`config.mk`:
```
export PLATFORM = sky130hd
export DESIGN_NAME = voltage_heat_color_led_driver
export DESIGN_NICKNAME = d
export VERILOG_FILES = /design/src/sv/vhcld_pkg.sv /design/src/sv/voltage_heat_color_led_driver.sv /design/src/sv/vhcld_div.sv /design/src/sv/vhcld_dp.sv /design/src/sv/vhcld_ctrl.sv
export SDC_FILE = /design/constraint.sdc
export NUM_CORES = 2
export LEC_CHECK = 0
export BUFFER_PORTS_ARGS = -buffer_cell sky130_fd_sc_hd__buf_2
export CORE_MARGIN = 2
export CORE_UTILIZATION = 55
export DETAILED_ROUTE_END_ITERATION = 10
export PLACE_DENSITY = 0.81
export SYNTH_ARGS = -nofsm -noshare
export SYNTH_HDL_FRONTEND = slang
export SYNTH_SLANG_ARGS = --single-unit
```
`constraint.sdc`:
```
create_clock -name i_clk -period 16.7 [get_ports i_clk]
set_clock_uncertainty 0.15 [all_clocks]
set_input_delay 3.34 -clock i_clk [delete_from_list [all_inputs] [get_ports i_clk]]
set_output_delay 3.34 -clock i_clk [all_outputs]
set_load 0.01 [all_outputs]
```
`src/sv/vhcld_pkg.sv`:
```
// shared types and constants of the voltage heat colour led driver
// used by the controller, the datapath, the divider and the top level
package vhcld_pkg;

    // field widths
    localparam int ADC_W  = 12;
    localparam int DUTY_W = 16;
    localparam int SM_W   = 24;
    localparam int U_W    = 18;
    localparam int CNT_W  = 12;
    localparam int DEN_W  = 12;
    localparam int MUL_AW = 24;
    localparam int MUL_W  = MUL_AW + DUTY_W;
    localparam int FRAC_W = 8;
    localparam int RADIX  = 2;

    // register indexes of the configuration port
    localparam int CFG_AW = 2;
    typedef enum logic [CFG_AW-1:0] {
        CFG_FULL_SCALE = 2'd0,
        CFG_SPAN_LOW   = 2'd1,
        CFG_SPAN_HIGH  = 2'd2,
        CFG_LOW_SUPPLY = 2'd3
    } t_cfg_idx;

    // reset values of the configuration registers
    localparam logic [DUTY_W-1:0] RST_PERIOD    = 16'd1000;
    localparam logic [ADC_W-1:0]  RST_SPAN_LOW  = 12'd819;
    localparam logic [ADC_W-1:0]  RST_SPAN_HIGH = 12'd2047;
    localparam logic [ADC_W-1:0]  RST_LOW_SUP   = 12'd0;

    // flash windows, open at both ends
    localparam logic [CNT_W-1:0] FL_W1_LO = 12'd100;
    localparam logic [CNT_W-1:0] FL_W1_HI = 12'd200;
    localparam logic [CNT_W-1:0] FL_W2_LO = 12'd400;
    localparam logic [CNT_W-1:0] FL_W2_HI = 12'd500;
    localparam logic [CNT_W-1:0] FL_W3_LO = 12'd700;
    localparam logic [CNT_W-1:0] FL_W3_HI = 12'd800;

    // colour channel
    typedef enum logic [1:0] {
        CH_RED   = 2'd0,
        CH_GREEN = 2'd1,
        CH_BLUE  = 2'd2
    } t_ch;

    // controller to datapath commands
    typedef struct packed {
        logic load_in;
        logic mul_u;
        logic div_u_go;
        logic take_u;
        logic seg;
        logic mul_f;
        logic div_f_go;
        logic wr_f;
        logic load_out;
        t_ch  ch;
    } t_cmd;

    // datapath to controller status
    typedef struct packed {
        logic sat;
        logic div_done;
    } t_sts;

endpackage

```
`src/sv/voltage_heat_color_led_driver.sv`:
```
// top level of the voltage heat colour led driver
// joins vhcld_ctrl and vhcld_dp; types and constants from vhcld_pkg
//
// One item per millisecond carries a supply and a level reading. The level is
// scaled over [span_low, span_high] to a position, mapped through four colour
// segments to RGB targets, smoothed by a first-order q.8 filter and clamped to
// the full-scale period; below low_supply_threshold a white flash overrides the
// duties in three windows of each FLASH_CYCLE_MS items. One item is in work at a
// time. The numerator width NUM_W of the single shared divider is 32 for the
// default SMOOTH_DIVISOR; the divider delivers two quotient bits per cycle and
// runs once for the span and once per colour filter, and no span division is
// made when the level lies on or outside the ends of the span. The next item is
// taken while a finished result still waits on the output side.
module voltage_heat_color_led_driver
    import vhcld_pkg::*;
#(
    parameter int SMOOTH_DIVISOR = 100,
    parameter int FLASH_CYCLE_MS = 2500
) (
    input  logic                i_clk,
    input  logic                i_rst_n,
    // configuration write port
    input  logic                i_cfg_we,
    input  logic [CFG_AW-1:0]   i_cfg_addr,
    input  logic [DUTY_W-1:0]   i_cfg_wdata,
    // input items
    input  logic                i_s_tvalid,
    output logic                o_s_tready,
    input  logic [2*ADC_W-1:0]  i_s_tdata,   // supply_reading, level_reading
    // result items
    output logic                o_m_tvalid,
    input  logic                i_m_tready,
    output logic [3*DUTY_W-1:0] o_m_tdata,   // red_duty, green_duty, blue_duty
    output logic                o_m_tuser    // flash_active
);

    t_cmd cmd;
    t_sts sts;

    vhcld_ctrl u_ctrl (
        .i_clk      (i_clk),
        .i_rst_n    (i_rst_n),
        .i_s_tvalid (i_s_tvalid),
        .o_s_tready (o_s_tready),
        .o_m_tvalid (o_m_tvalid),
        .i_m_tready (i_m_tready),
        .i_sts      (sts),
        .o_cmd      (cmd)
    );

    vhcld_dp #(
        .SMOOTH_DIVISOR (SMOOTH_DIVISOR),
        .FLASH_CYCLE_MS (FLASH_CYCLE_MS)
    ) u_dp (
        .i_clk       (i_clk),
        .i_rst_n     (i_rst_n),
        .i_cfg_we    (i_cfg_we),
        .i_cfg_addr  (i_cfg_addr),
        .i_cfg_wdata (i_cfg_wdata),
        .i_s_tdata   (i_s_tdata),
        .i_cmd       (cmd),
        .o_sts       (sts),
        .o_m_tdata   (o_m_tdata),
        .o_m_tuser   (o_m_tuser)
    );

endmodule

```
`src/sv/vhcld_div.sv`:
```
// shared restoring divider, two quotient bits per cycle
// depends on vhcld_pkg for the divisor width and radix
module vhcld_div
    import vhcld_pkg::*;
#(
    parameter int NUM_W = 32
) (
    input  logic             i_clk,
    input  logic             i_rst_n,
    input  logic             i_start,
    input  logic [NUM_W-1:0] i_num,
    input  logic [DEN_W-1:0] i_den,
    output logic             o_done,
    output logic [NUM_W-1:0] o_quot
);

    localparam int STEPS = NUM_W / RADIX;
    localparam int CW    = $clog2(STEPS + 1);

    logic             r_busy, n_busy;
    logic             r_done, n_done;
    logic [CW-1:0]    r_cnt, n_cnt;
    logic [DEN_W-1:0] r_rem, n_rem;
    logic [NUM_W-1:0] r_q, n_q;
    logic [DEN_W-1:0] r_den;
    logic [DEN_W:0]   trial;

    // two restoring steps per cycle
    always_comb begin
        n_rem = r_rem;
        n_q   = r_q;
        trial = '0;
        for (int k = 0; k < RADIX; k++) begin
            trial = {n_rem, n_q[NUM_W-1]};
            n_q   = {n_q[NUM_W-2:0], 1'b0};
            if (trial >= {1'b0, r_den}) begin
                trial  = trial - {1'b0, r_den};
                n_q[0] = 1'b1;
            end
            n_rem = trial[DEN_W-1:0];
        end
    end

    // step counter and done pulse
    always_comb begin
        n_busy = r_busy;
        n_done = 1'b0;
        n_cnt  = r_cnt;
        if (i_start) begin
            n_busy = 1'b1;
            n_cnt  = CW'(STEPS);
        end else if (r_busy) begin
            n_cnt = r_cnt - CW'(1);
            if (r_cnt == CW'(1)) begin
                n_busy = 1'b0;
                n_done = 1'b1;
            end
        end
    end

    always_ff @(posedge i_clk) begin
        if (!i_rst_n) begin
            r_busy <= 1'b0;
            r_done <= 1'b0;
            r_cnt  <= '0;
        end else begin
            r_busy <= n_busy;
            r_done <= n_done;
            r_cnt  <= n_cnt;
        end
    end

    // operand and partial result registers
    always_ff @(posedge i_clk) begin
        if (i_start) begin
            r_q   <= i_num;
            r_rem <= '0;
            r_den <= i_den;
        end else if (r_busy) begin
            r_q   <= n_q;
            r_rem <= n_rem;
        end
    end

    assign o_done = r_done;
    assign o_quot = r_q;

endmodule

```
`src/sv/vhcld_dp.sv`:
```
// datapath: configuration registers, span scaling, colour segments,
// smoothing filters, flash timer and result register; uses vhcld_pkg, vhcld_div
module vhcld_dp
    import vhcld_pkg::*;
#(
    parameter int SMOOTH_DIVISOR = 100,
    parameter int FLASH_CYCLE_MS = 2500
) (
    input  logic                i_clk,
    input  logic                i_rst_n,
    input  logic                i_cfg_we,
    input  logic [CFG_AW-1:0]   i_cfg_addr,
    input  logic [DUTY_W-1:0]   i_cfg_wdata,
    input  logic [2*ADC_W-1:0]  i_s_tdata,
    input  t_cmd                i_cmd,
    output t_sts                o_sts,
    output logic [3*DUTY_W-1:0] o_m_tdata,
    output logic                o_m_tuser
);

    // numerator wide enough for both the span and the filter divisions
    localparam int SUM_W = SM_W + $clog2(SMOOTH_DIVISOR);
    localparam int RAW_W = (SUM_W > 30) ? SUM_W : 30;
    localparam int NUM_W = RAW_W + (RAW_W % 2);

    logic [DUTY_W-1:0] r_period;
    logic [ADC_W-1:0]  r_span_low, r_span_high, r_low_sup;
    logic [ADC_W-1:0]  r_level;
    logic              r_flash;
    logic [CNT_W-1:0]  r_cnt, n_cnt;
    logic [U_W-1:0]    r_u;
    logic [MUL_W-1:0]  r_prod;
    logic [DUTY_W-1:0] r_tgt [3];
    logic [DUTY_W-1:0] n_tgt [3];
    logic [SM_W-1:0]   r_smooth [3];
    logic [DUTY_W-1:0] duty [3];

    logic [ADC_W-1:0]  supply, level, diff, span_d;
    logic              win, flash;
    logic [MUL_AW-1:0] mul_a;
    logic [DUTY_W-1:0] mul_b;
    logic [U_W-1:0]    p1, p2, p3, p4;
    logic              div_start, div_done;
    logic [NUM_W-1:0]  div_num, div_quot;
    logic [DEN_W-1:0]  div_den;

    assign supply = i_s_tdata[ADC_W-1:0];
    assign level  = i_s_tdata[2*ADC_W-1:ADC_W];

    // configuration registers
    always_ff @(posedge i_clk) begin
        if (!i_rst_n) begin
            r_period    <= RST_PERIOD;
            r_span_low  <= RST_SPAN_LOW;
            r_span_high <= RST_SPAN_HIGH;
            r_low_sup   <= RST_LOW_SUP;
        end else if (i_cfg_we) begin
            case (t_cfg_idx'(i_cfg_addr))
                CFG_FULL_SCALE: r_period    <= i_cfg_wdata;
                CFG_SPAN_LOW:   r_span_low  <= i_cfg_wdata[ADC_W-1:0];
                CFG_SPAN_HIGH:  r_span_high <= i_cfg_wdata[ADC_W-1:0];
                CFG_LOW_SUPPLY: r_low_sup   <= i_cfg_wdata[ADC_W-1:0];
                default: ;
            endcase
        end
    end

    // flash window check on the count before it advances
    always_comb begin
        win = ((r_cnt > FL_W1_LO) && (r_cnt < FL_W1_HI)) ||
              ((r_cnt > FL_W2_LO) && (r_cnt < FL_W2_HI)) ||
              ((r_cnt > FL_W3_LO) && (r_cnt < FL_W3_HI));
        flash = (supply < r_low_sup) && win;
        n_cnt = r_cnt + CNT_W'(1);
        if (n_cnt >= CNT_W'(FLASH_CYCLE_MS)) begin
            n_cnt = '0;
        end
    end

    always_ff @(posedge i_clk) begin
        if (!i_rst_n) begin
            r_cnt <= '0;
        end else if (i_cmd.load_in) begin
            r_cnt <= n_cnt;
        end
    end

    always_ff @(posedge i_clk) begin
        if (i_cmd.load_in) begin
            r_level <= level;
            r_flash <= flash;
        end
    end

    // saturation at both ends of the span
    assign diff      = r_level - r_span_low;
    assign span_d    = r_span_high - r_span_low;
    assign o_sts.sat = (r_level <= r_span_low) || (r_level >= r_span_high);

    // shared multiplier, span product or filter feedback product
    always_comb begin
        mul_a = MUL_AW'(diff);
        mul_b = r_period;
        if (i_cmd.mul_f) begin
            mul_a = r_smooth[i_cmd.ch];
            mul_b = DUTY_W'(SMOOTH_DIVISOR - 1);
        end
    end

    always_ff @(posedge i_clk) begin
        if (i_cmd.mul_u || i_cmd.mul_f) begin
            r_prod <= MUL_W'(mul_a) * MUL_W'(mul_b);
        end
    end

    // divider operands
    always_comb begin
        div_start = i_cmd.div_u_go || i_cmd.div_f_go;
        if (i_cmd.div_f_go) begin
            div_num = NUM_W'({r_tgt[i_cmd.ch], {FRAC_W{1'b0}}}) + NUM_W'(r_prod);
            div_den = DEN_W'(SMOOTH_DIVISOR);
        end else begin
            div_num = NUM_W'({r_prod, 2'b00});
            div_den = span_d;
        end
    end

    vhcld_div #(
        .NUM_W (NUM_W)
    ) u_div (
        .i_clk   (i_clk),
        .i_rst_n (i_rst_n),
        .i_start (div_start),
        .i_num   (div_num),
        .i_den   (div_den),
        .o_done  (div_done),
        .o_quot  (div_quot)
    );

    assign o_sts.div_done = div_done;

    // scaled position, 0 to four periods
    always_ff @(posedge i_clk) begin
        if (i_cmd.mul_u && o_sts.sat) begin
            r_u <= (r_level <= r_span_low) ? '0 : p4;
        end else if (i_cmd.take_u) begin
            r_u <= div_quot[U_W-1:0];
        end
    end

    // four linear colour segments
    always_comb begin
        p1 = U_W'(r_period);
        p2 = p1 << 1;
        p3 = p2 + p1;
        p4 = p1 << 2;
        if (r_u < p1) begin
            n_tgt[CH_RED]   = '0;
            n_tgt[CH_GREEN] = r_u[DUTY_W-1:0];
            n_tgt[CH_BLUE]  = r_period;
        end else if (r_u < p2) begin
            n_tgt[CH_RED]   = '0;
            n_tgt[CH_GREEN] = r_period;
            n_tgt[CH_BLUE]  = DUTY_W'(p2 - r_u);
        end else if (r_u < p3) begin
            n_tgt[CH_RED]   = DUTY_W'(r_u - p2);
            n_tgt[CH_GREEN] = r_period;
            n_tgt[CH_BLUE]  = '0;
        end else begin
            n_tgt[CH_RED]   = r_period;
            n_tgt[CH_GREEN] = DUTY_W'(p4 - r_u);
            n_tgt[CH_BLUE]  = '0;
        end
    end

    always_ff @(posedge i_clk) begin
        if (i_cmd.seg) begin
            r_tgt <= n_tgt;
        end
    end

    // smoothed duties in q.8
    always_ff @(posedge i_clk) begin
        if (!i_rst_n) begin
            r_smooth[CH_RED]   <= '0;
            r_smooth[CH_GREEN] <= '0;
            r_smooth[CH_BLUE]  <= '0;
        end else if (i_cmd.wr_f) begin
            r_smooth[i_cmd.ch] <= div_quot[SM_W-1:0];
        end
    end

    // clamp to the period, white flash overrides
    always_comb begin
        for (int c = 0; c < 3; c++) begin
            duty[c] = r_smooth[c][SM_W-1:FRAC_W];
            if (duty[c] > r_period || r_flash) begin
                duty[c] = r_period;
            end
        end
    end

    // result register
    always_ff @(posedge i_clk) begin
        if (i_cmd.load_out) begin
            o_m_tdata <= {duty[CH_BLUE], duty[CH_GREEN], duty[CH_RED]};
            o_m_tuser <= r_flash;
        end
    end

endmodule

```
`src/sv/vhcld_ctrl.sv`:
```
// controller: sequences one item through scaling, segments and the
// three filter divisions, and owns the result handshake; uses vhcld_pkg
module vhcld_ctrl
    import vhcld_pkg::*;
(
    input  logic i_clk,
    input  logic i_rst_n,
    input  logic i_s_tvalid,
    output logic o_s_tready,
    output logic o_m_tvalid,
    input  logic i_m_tready,
    input  t_sts i_sts,
    output t_cmd o_cmd
);

    typedef enum logic [3:0] {
        S_IDLE,
        S_MUL_U,
        S_DIVU_GO,
        S_DIVU_WAIT,
        S_SEG,
        S_MUL_F,
        S_DIVF_GO,
        S_DIVF_WAIT,
        S_DONE
    } t_state;

    t_state r_state, n_state;
    t_ch    r_ch, n_ch;
    logic   r_m_valid, n_m_valid;
    logic   out_free;

    assign out_free   = !r_m_valid || i_m_tready;
    assign o_s_tready = (r_state == S_IDLE);
    assign o_m_tvalid = r_m_valid;

    // command decode
    always_comb begin
        o_cmd          = '0;
        o_cmd.ch       = r_ch;
        o_cmd.load_in  = (r_state == S_IDLE) && i_s_tvalid;
        o_cmd.mul_u    = (r_state == S_MUL_U);
        o_cmd.div_u_go = (r_state == S_DIVU_GO);
        o_cmd.take_u   = (r_state == S_DIVU_WAIT) && i_sts.div_done;
        o_cmd.seg      = (r_state == S_SEG);
        o_cmd.mul_f    = (r_state == S_MUL_F);
        o_cmd.div_f_go = (r_state == S_DIVF_GO);
        o_cmd.wr_f     = (r_state == S_DIVF_WAIT) && i_sts.div_done;
        o_cmd.load_out = (r_state == S_DONE) && out_free;
    end

    // next state
    always_comb begin
        n_state   = r_state;
        n_ch      = r_ch;
        n_m_valid = r_m_valid;
        if (r_m_valid && i_m_tready) begin
            n_m_valid = 1'b0;
        end
        case (r_state)
            S_IDLE: begin
                if (i_s_tvalid) begin
                    n_state = S_MUL_U;
                end
            end
            S_MUL_U: begin
                n_state = i_sts.sat ? S_SEG : S_DIVU_GO;
            end
            S_DIVU_GO: begin
                n_state = S_DIVU_WAIT;
            end
            S_DIVU_WAIT: begin
                if (i_sts.div_done) begin
                    n_state = S_SEG;
                end
            end
            S_SEG: begin
                n_ch    = CH_RED;
                n_state = S_MUL_F;
            end
            S_MUL_F: begin
                n_state = S_DIVF_GO;
            end
            S_DIVF_GO: begin
                n_state = S_DIVF_WAIT;
            end
            S_DIVF_WAIT: begin
                if (i_sts.div_done) begin
                    case (r_ch)
                        CH_RED:   n_ch = CH_GREEN;
                        CH_GREEN: n_ch = CH_BLUE;
                        default:  n_ch = CH_RED;
                    endcase
                    n_state = (r_ch == CH_BLUE) ? S_DONE : S_MUL_F;
                end
            end
            S_DONE: begin
                if (out_free) begin
                    n_m_valid = 1'b1;
                    n_state   = S_IDLE;
                end
            end
            default: begin
                n_state = S_IDLE;
            end
        endcase
    end

    always_ff @(posedge i_clk) begin
        if (!i_rst_n) begin
            r_state   <= S_IDLE;
            r_ch      <= CH_RED;
            r_m_valid <= 1'b0;
        end else begin
            r_state   <= n_state;
            r_ch      <= n_ch;
            r_m_valid <= n_m_valid;
        end
    end

    // a waiting result is never overwritten
    a_no_overwrite: assert property (@(posedge i_clk) disable iff (!i_rst_n)
        o_cmd.load_out |-> out_free)
        else $error("result register loaded while still full");

    // an accepted item starts the sequence
    a_accept_starts: assert property (@(posedge i_clk) disable iff (!i_rst_n)
        (i_s_tvalid && o_s_tready) |=> (r_state == S_MUL_U))
        else $error("accepted item did not start");

    // divider finishes only while the controller waits for it
    a_div_expected: assert property (@(posedge i_clk) disable iff (!i_rst_n)
        i_sts.div_done |-> (r_state == S_DIVU_WAIT || r_state == S_DIVF_WAIT))
        else $error("unexpected divider completion");

    // the last filter leads to the result stage
    a_blue_last: assert property (@(posedge i_clk) disable iff (!i_rst_n)
        (o_cmd.wr_f && r_ch == CH_BLUE) |=> (r_state == S_DONE))
        else $error("filter sequence did not end on blue");

endmodule

```
; ---- Yosys cells after proc, flatten, opt, wreduce, memory -nomap -nowiden
; Memory sizes are Yosys's and may differ from the RTL's. A register that Yosys moved wholly into a read port is not among the register bits.
; Index checks and enable logic that the tools add are counted.
[op_classes]
muxes = 50
magnitude_cmp = 19
mul = 1
n_bitwise = 3
reduce_logical = 36
n_eq_ne = 18
n_addsub = 11
[op_table]
columns = cell, count
row1 = $mux W32, 5
row2 = $mux W16, 6
row3 = $mux W18, 3
row4 = $gt A16 B16 Y1, 3
row5 = $mux W24, 2
row6 = $mux W48, 1
row7 = $sub A12 B12 Y12, 4
row8 = $sub A16 B16 Y16, 3
row9 = $mux W12, 3
row10 = $pmux W4 S9, 1
row11 = $add A24 B32 Y32, 1
row12 = $bmux W16 S2, 1
row13 = $mul A24 B16 Y32, 1
row14 = $ge A13 B12 Y1, 2
row15 = $reduce_or A24 Y1, 1
row16 = $mux W4, 5
row17 = $add A17 B16 Y18, 1
row18 = $lt A18 B16 Y1, 1
row19 = $lt A18 B17 Y1, 1
row20 = $lt A18 B18 Y1, 1
row21 = $eq A4 B3 Y1 const B, 4
row22 = $mux W1, 14
row23 = $add A12 B1 Y12 const B, 1
row24 = $ge A12 B12 Y1, 1
row25 = other kinds (35), 72
[totals]
output_inout_bits = 51
wordCells = 163
ram_bits = 72
n_memories = 1
ff_bits = 294
input_bits = 47
[mem_list]
columns = name, depth, width, rd, rd_clocked_by_memory_dff, write_ports, line_no
row1 = u_dp.r_smooth, 3, 24, 4, 1, 3, vhcld_dp.sv:35  ; logic [SM_W-1:0] r_smooth [3];

; ---- Longest topological paths before layout
[logic_depth]
ltp_word = 7
ltp_mapped = 32
ltp_nobuf = 32

; ---- Cells and area by module
; A second synthesis with hierarchy kept.
[unflattened]
cells_unflattened = 3534
area_unflattened_um2 = 34982.3
[modules_own_cells]
columns = mod, n_inst, seq_area_each_um2, cells_per_inst, area_per_inst_um2
row1 = vhcld_dp, 1, 8968.6, 3115, 30646.9
row2 = vhcld_div, 1, 1701.6, 358, 3885.0
row3 = vhcld_ctrl, 1, 140.1, 61, 450.4

; ---- Least setup slack after synthesis
; Ideal clock, no wire load.
[synth_timing]
path_kind = register to register
start = register u_ctrl.r_state[0]
end = register u_dp.r_prod[29] (data pin)
stages_incl_launch_ff = 30
setup_slack_ns = 8.893
t_required_ns = 16.288
setup_time_ns = 0.262
period_less_slack_ns = 7.807
path_buffers = 3
arrival_time_ns = 7.395
path_cell_list = dfxtp_1 buf_2 nor2b_1 nand2_1 inv_1 nand2_1 clkbuf_1 a21oi_1 nand2_1 fa_1 inv_1 fa_1 inv_1 fa_1 inv_1 fa_1 fa_1 inv_1 fa_1 inv_1 ha_1 clkbuf_1 a21o_1 a21oi_1 o221ai_1 a31oi_1 o31ai_1 a211oi_1 a21oi_1 xor2_1
[synth_between]
elab_chain_len = 3
word_cells_on_any_way = 4
classes_between = mul: 1 / eq/ne: 1 / mux: 2
[synth_rtl]
columns = item, line_no
row1 = from (decl), vhcld_ctrl.sv:28  ; t_state r_state, n_state;
row2 = from (signal assigned), vhcld_ctrl.sv:115  ; r_state <= n_state;
row3 = $eq A4 B3 Y1 (*), vhcld_ctrl.sv:46  ; o_cmd.mul_f = (r_state == S_MUL_F);
row4 = $mux W24 / $mux W16 (equally long branches), vhcld_dp.sv:104  ; if (i_cmd.mul_f) begin
row5 = $mul A24 B16 Y32 (*), vhcld_dp.sv:112  ; r_prod <= MUL_W'(mul_a) * MUL_W'(mul_b);
row6 = to (signal assigned), vhcld_dp.sv:112
row7 = to (decl), vhcld_dp.sv:32  ; logic [MUL_W-1:0] r_prod;
; Mark *: on every way between the ends. The rest lies on a longest branch, timed or not.
; A chain may end at the register's enable or synchronous reset.

; ---- Worst setup path in the final report
[layout_timing]
start = register u_dp.r_span_low[1]
end = register u_dp.r_prod[29] (data pin)
[layout_between]
elab_chain_len = 3
[layout_rtl]
columns = item, line_no
row1 = from (decl), vhcld_dp.sv:27  ; logic [ADC_W-1:0] r_span_low, r_span_high, r_low_sup;
row2 = from (signal assigned), vhcld_dp.sv:60  ; CFG_SPAN_LOW: r_span_low <= i_cfg_wdata[ADC_W-1:0];
row3 = $sub A12 B12 Y12, vhcld_dp.sv:96  ; assign diff = r_level - r_span_low;
row4 = $mux W24, vhcld_dp.sv:104
row5 = $mul A24 B16 Y32, vhcld_dp.sv:112
; Every way passes these cells.

==> impl_metrics.json <==
{
  "setup_viol": 0,
  "antenna_found_initial": 2,
  "hold_viol": 0,
  "dieWidth_um": 258.6,
  "slowest_stage": "a311o_1",
  "peakVddDrop_mv": 0.5635,
  "p_comb_frac": 0.718,
  "rows": 93,
  "yosysUniqueCellTypes": 97,
  "p_sw_mw": 4.354,
  "synth-seq-cells": 392,
  "ios": 98,
  "period_needed_ns": 8.792,
  "worstHoldStart": "u_dp.r_span_low[3]",
  "fin_total_pwr_mw": 8.931,
  "r2r_end": "u_dp.r_prod[29]",
  "fin_crit_sh": 0.5265,
  "fin_nets": 4437,
  "grt_remaining_overflow": 0,
  "clock_latency_ns": 0.60,
  "cts_buffers": 43,
  "cts_htree_levels": 2,
  "wl_per_cell_um": 21.55,
  "whs_ns": 0.3171,
  "die_height_um": 258.6,
  "post-cts-setup-buffer-count": 0,
  "layout_common_cells": "inv_1, nand2_1, ha_1, edfxtp_1, fa_1",
  "portBuffers": 97,
  "report.final.slew_viol_count": 0,
  "crit_arrival_ns": 8.98,
  "p_seq_frac": 0.171,
  "syn_inst": 3643,
  "place_ws_ns": 7.975,
  "drtIter0Drc": 2766,
  "firstDrtPassIters": 8,
  "worstHoldEndpoint": "u_dp.r_span_low[3]",
  "leakagePower_nw": 16.92,
  "layout-drive-gt1-share": 0.09352,
  "cts.sinks": 392,
  "setup_ws_ns": 7.908,
  "power_frac_clock": 0.111,
  "clk_pin_slew_ns": 0.06,
  "final_cells": 4688,
  "syn_area_sq_um": 35650,
  "ys_async_sr_fraction": 0,
  "swShare": 0.4875,
  "hold_class": "reg2reg",
  "start_util": 0.5550,
  "p_per_area_nw_per_um2": 229.9,
  "ys_seq_area_frac": 0.3044,
  "cp-start-kind": "flop",
  "grt_pass1_vias": 27590,
  "rsz0062_at_grt": "false",
  "root_buffer": "clkbuf_16",
  "cts_tree": "yes",
  "slew_headroom": 0.2609,
  "reg2regPathDepth": 28,
  "synth_top_flop_cell": "edfxtp_1",
  "placed_cells": 4604,
  "crit_path_end_kind": "flop",
  "hold_buffers": 0,
  "fillCellCount": 5287,
  "crit_type": "reg2reg",
  "reg2reg_from": "u_dp.r_span_low[1]",
  "cp.required_ns": 16.89,
  "fmax_mhz": 113.7,
  "syn_avg_cell_area_sq_um": 9.786,
  "vias": 28190,
  "internal_power_mw": 4.577,
  "crit_top_cell": "fa_1",
  "maxCapViolCount": 0,
  "die_area_sq_um": 66870,
  "mostFrequentLayoutCell": "inv_1",
  "yosys_warnings": 0,
  "grt_max_degree": 82,
  "drcViolationCount": 0,
  "vias_per_cell": 6.012,
  "rrSetupSlack_ns": 7.91,
  "clockBufferDepth": 3,
  "hold_path_depth": 2,
  "dp_hpwl_um": 75510,
  "core_area_sq_um": 64230,
  "cpPeakStageDelay_ns": 0.75,
  "setup_tns_ns": 0,
  "grt_usage": 0.3047,
  "post_cts_resize_count": 0,
  "wirelength_um": 101000,
  "grt_pass1_wl_um": 157000,
  "synth-edff-count": 300,
  "syn_to_final_growth_pct": 8.988,
  "antenna_left": 0,
  "tightest_slew_ns": 1.108,
  "place_congestion": 0.9763,
  "outcome": "finished, final reports clean",
  "cp_max_fo": 16
}
## synth_stat cells (50+ instances only)
| cell type | number | area share |
|---|---|---|
| edfxtp_1 | 300 | 0.25 |
| a21oi_1 | 151 | 0.021 |
| o21ai_0 | 168 | 0.024 |
| nand2b_1 | 50 | 0.0088 |
| fa_1 | 288 | 0.16 |
| nand3_1 | 52 | 0.0073 |
| mux2i_1 | 61 | 0.017 |
| nand2_1 | 374 | 0.039 |
| ha_1 | 308 | 0.11 |
| nor3_1 | 70 | 0.0098 |
| xnor2_1 | 97 | 0.024 |
| nor2_1 | 194 | 0.020 |
| inv_1 | 472 | 0.050 |
| clkbuf_1 | 114 | 0.012 |
| o211ai_1 | 50 | 0.011 |
| a21o_1 | 67 | 0.014 |
| and2_1 | 93 | 0.016 |
| dfxtp_1 | 92 | 0.052 |
## per-stage QoR
step | instance area (sq um) | util
detailed placement | 37390 | 0.5821
finish | 38850 | 0.6049
CTS | 38840 | 0.6047
global placement | 37390 | 0.5821
floorplan | 36050 | -
global route | 38840 | 0.6047
## sequential cells by signal, indices dropped and copies added, names as in the netlist, named ones only
name	flops
u_dp.u_div.o_done	1
u_dp.r_span_high	12
u_dp.r_flash	1
u_dp.u_div.o_quot	32
u_ctrl.r_state	4
u_dp.r_level	12
u_dp.r_span_low	12
u_dp.u_div.r_den	12
u_ctrl.o_m_tvalid	1
u_ctrl.r_ch	2
u_dp.r_u	18
u_dp.u_div.r_busy	1
u_dp.r_prod	32
u_dp.r_period	16
u_dp.r_smooth	96
u_dp.o_m_tuser	1
u_dp.r_tgt	48
u_dp.r_cnt	12
u_dp.u_div.r_cnt	5
u_dp.u_div.r_rem	12
u_dp.o_m_tdata	48
u_dp.r_low_sup	12
## per-layer routing
metal / GRT usage / share of wire
met1: 0.3963 / 0.38
met2: 0.4838 / 0.46
met3: 0.06211 / 0.10
met4: 0.1585 / 0.059
met5: 0 / 0.00018
## area by class of cell
| type | count | area, sq um | area share |
|---|---|---|---|
| well taps | 855 | 1070 | 0.02753 |
| repair buffers | 153 | 905.9 | 0.02331 |
| clock buffers | 52 | 1130 | 0.02908 |
| diodes | 5 | 12.51 | 0.0003220 |
| multi-input cells | 2729 | 22780 | 0.5862 |
| flip-flops and latches | 392 | 10850 | 0.2793 |
| inverters | 475 | 1783 | 0.04589 |
| clock inverters | 27 | 322.8 | 0.008308 |
## power by group through the flow
stage	Combinational (mW)	Clock (mW)	Sequential, mW
after floorplan	4.71	0	1.48
after global placement	6.19	0	1.53
after detailed placement	6.28	0	1.53
after CTS	6.34	1.00	1.51
after global routing	7.16	1.04	1.52
final	6.42	0.993	1.52
## worst max-delay path, delay by kind of cell (launching register included)
kind	cells	cell delay, ns
compound gates	12	3.27
fa+ha+maj	8	3.74
flops	1	0.40
xor+xnor	1	0.16
simple gates	3	0.57
buf+inv	4	0.25
## how the worst max path moves through the flow
stage                             from               to  slack [ns]  depth (start not counted)
floorplan            u_ctrl.r_state[0]  u_dp.r_prod[29]        8.89                         29
global placement    u_dp.r_span_low[1]  u_dp.r_prod[29]        8.27                         28
detailed placement  u_dp.r_span_low[1]  u_dp.r_prod[29]        7.97                         28
CTS                 u_dp.r_span_low[1]  u_dp.r_prod[29]        7.95                         28
global route        u_dp.r_span_low[1]  u_dp.r_prod[29]        7.44                         28
finish              u_dp.r_span_low[1]  u_dp.r_prod[29]        7.91                         28
## cell families after synthesis
logic type      synth area share
buf+inv                  0.06907
simple gates              0.1359
other cells            0.0002107
xor+xnor                 0.03267
mux                      0.04619
flops                     0.3044
fa+ha+maj                 0.2698
compound gates            0.1418
Power figures use the tool's default switching activity.
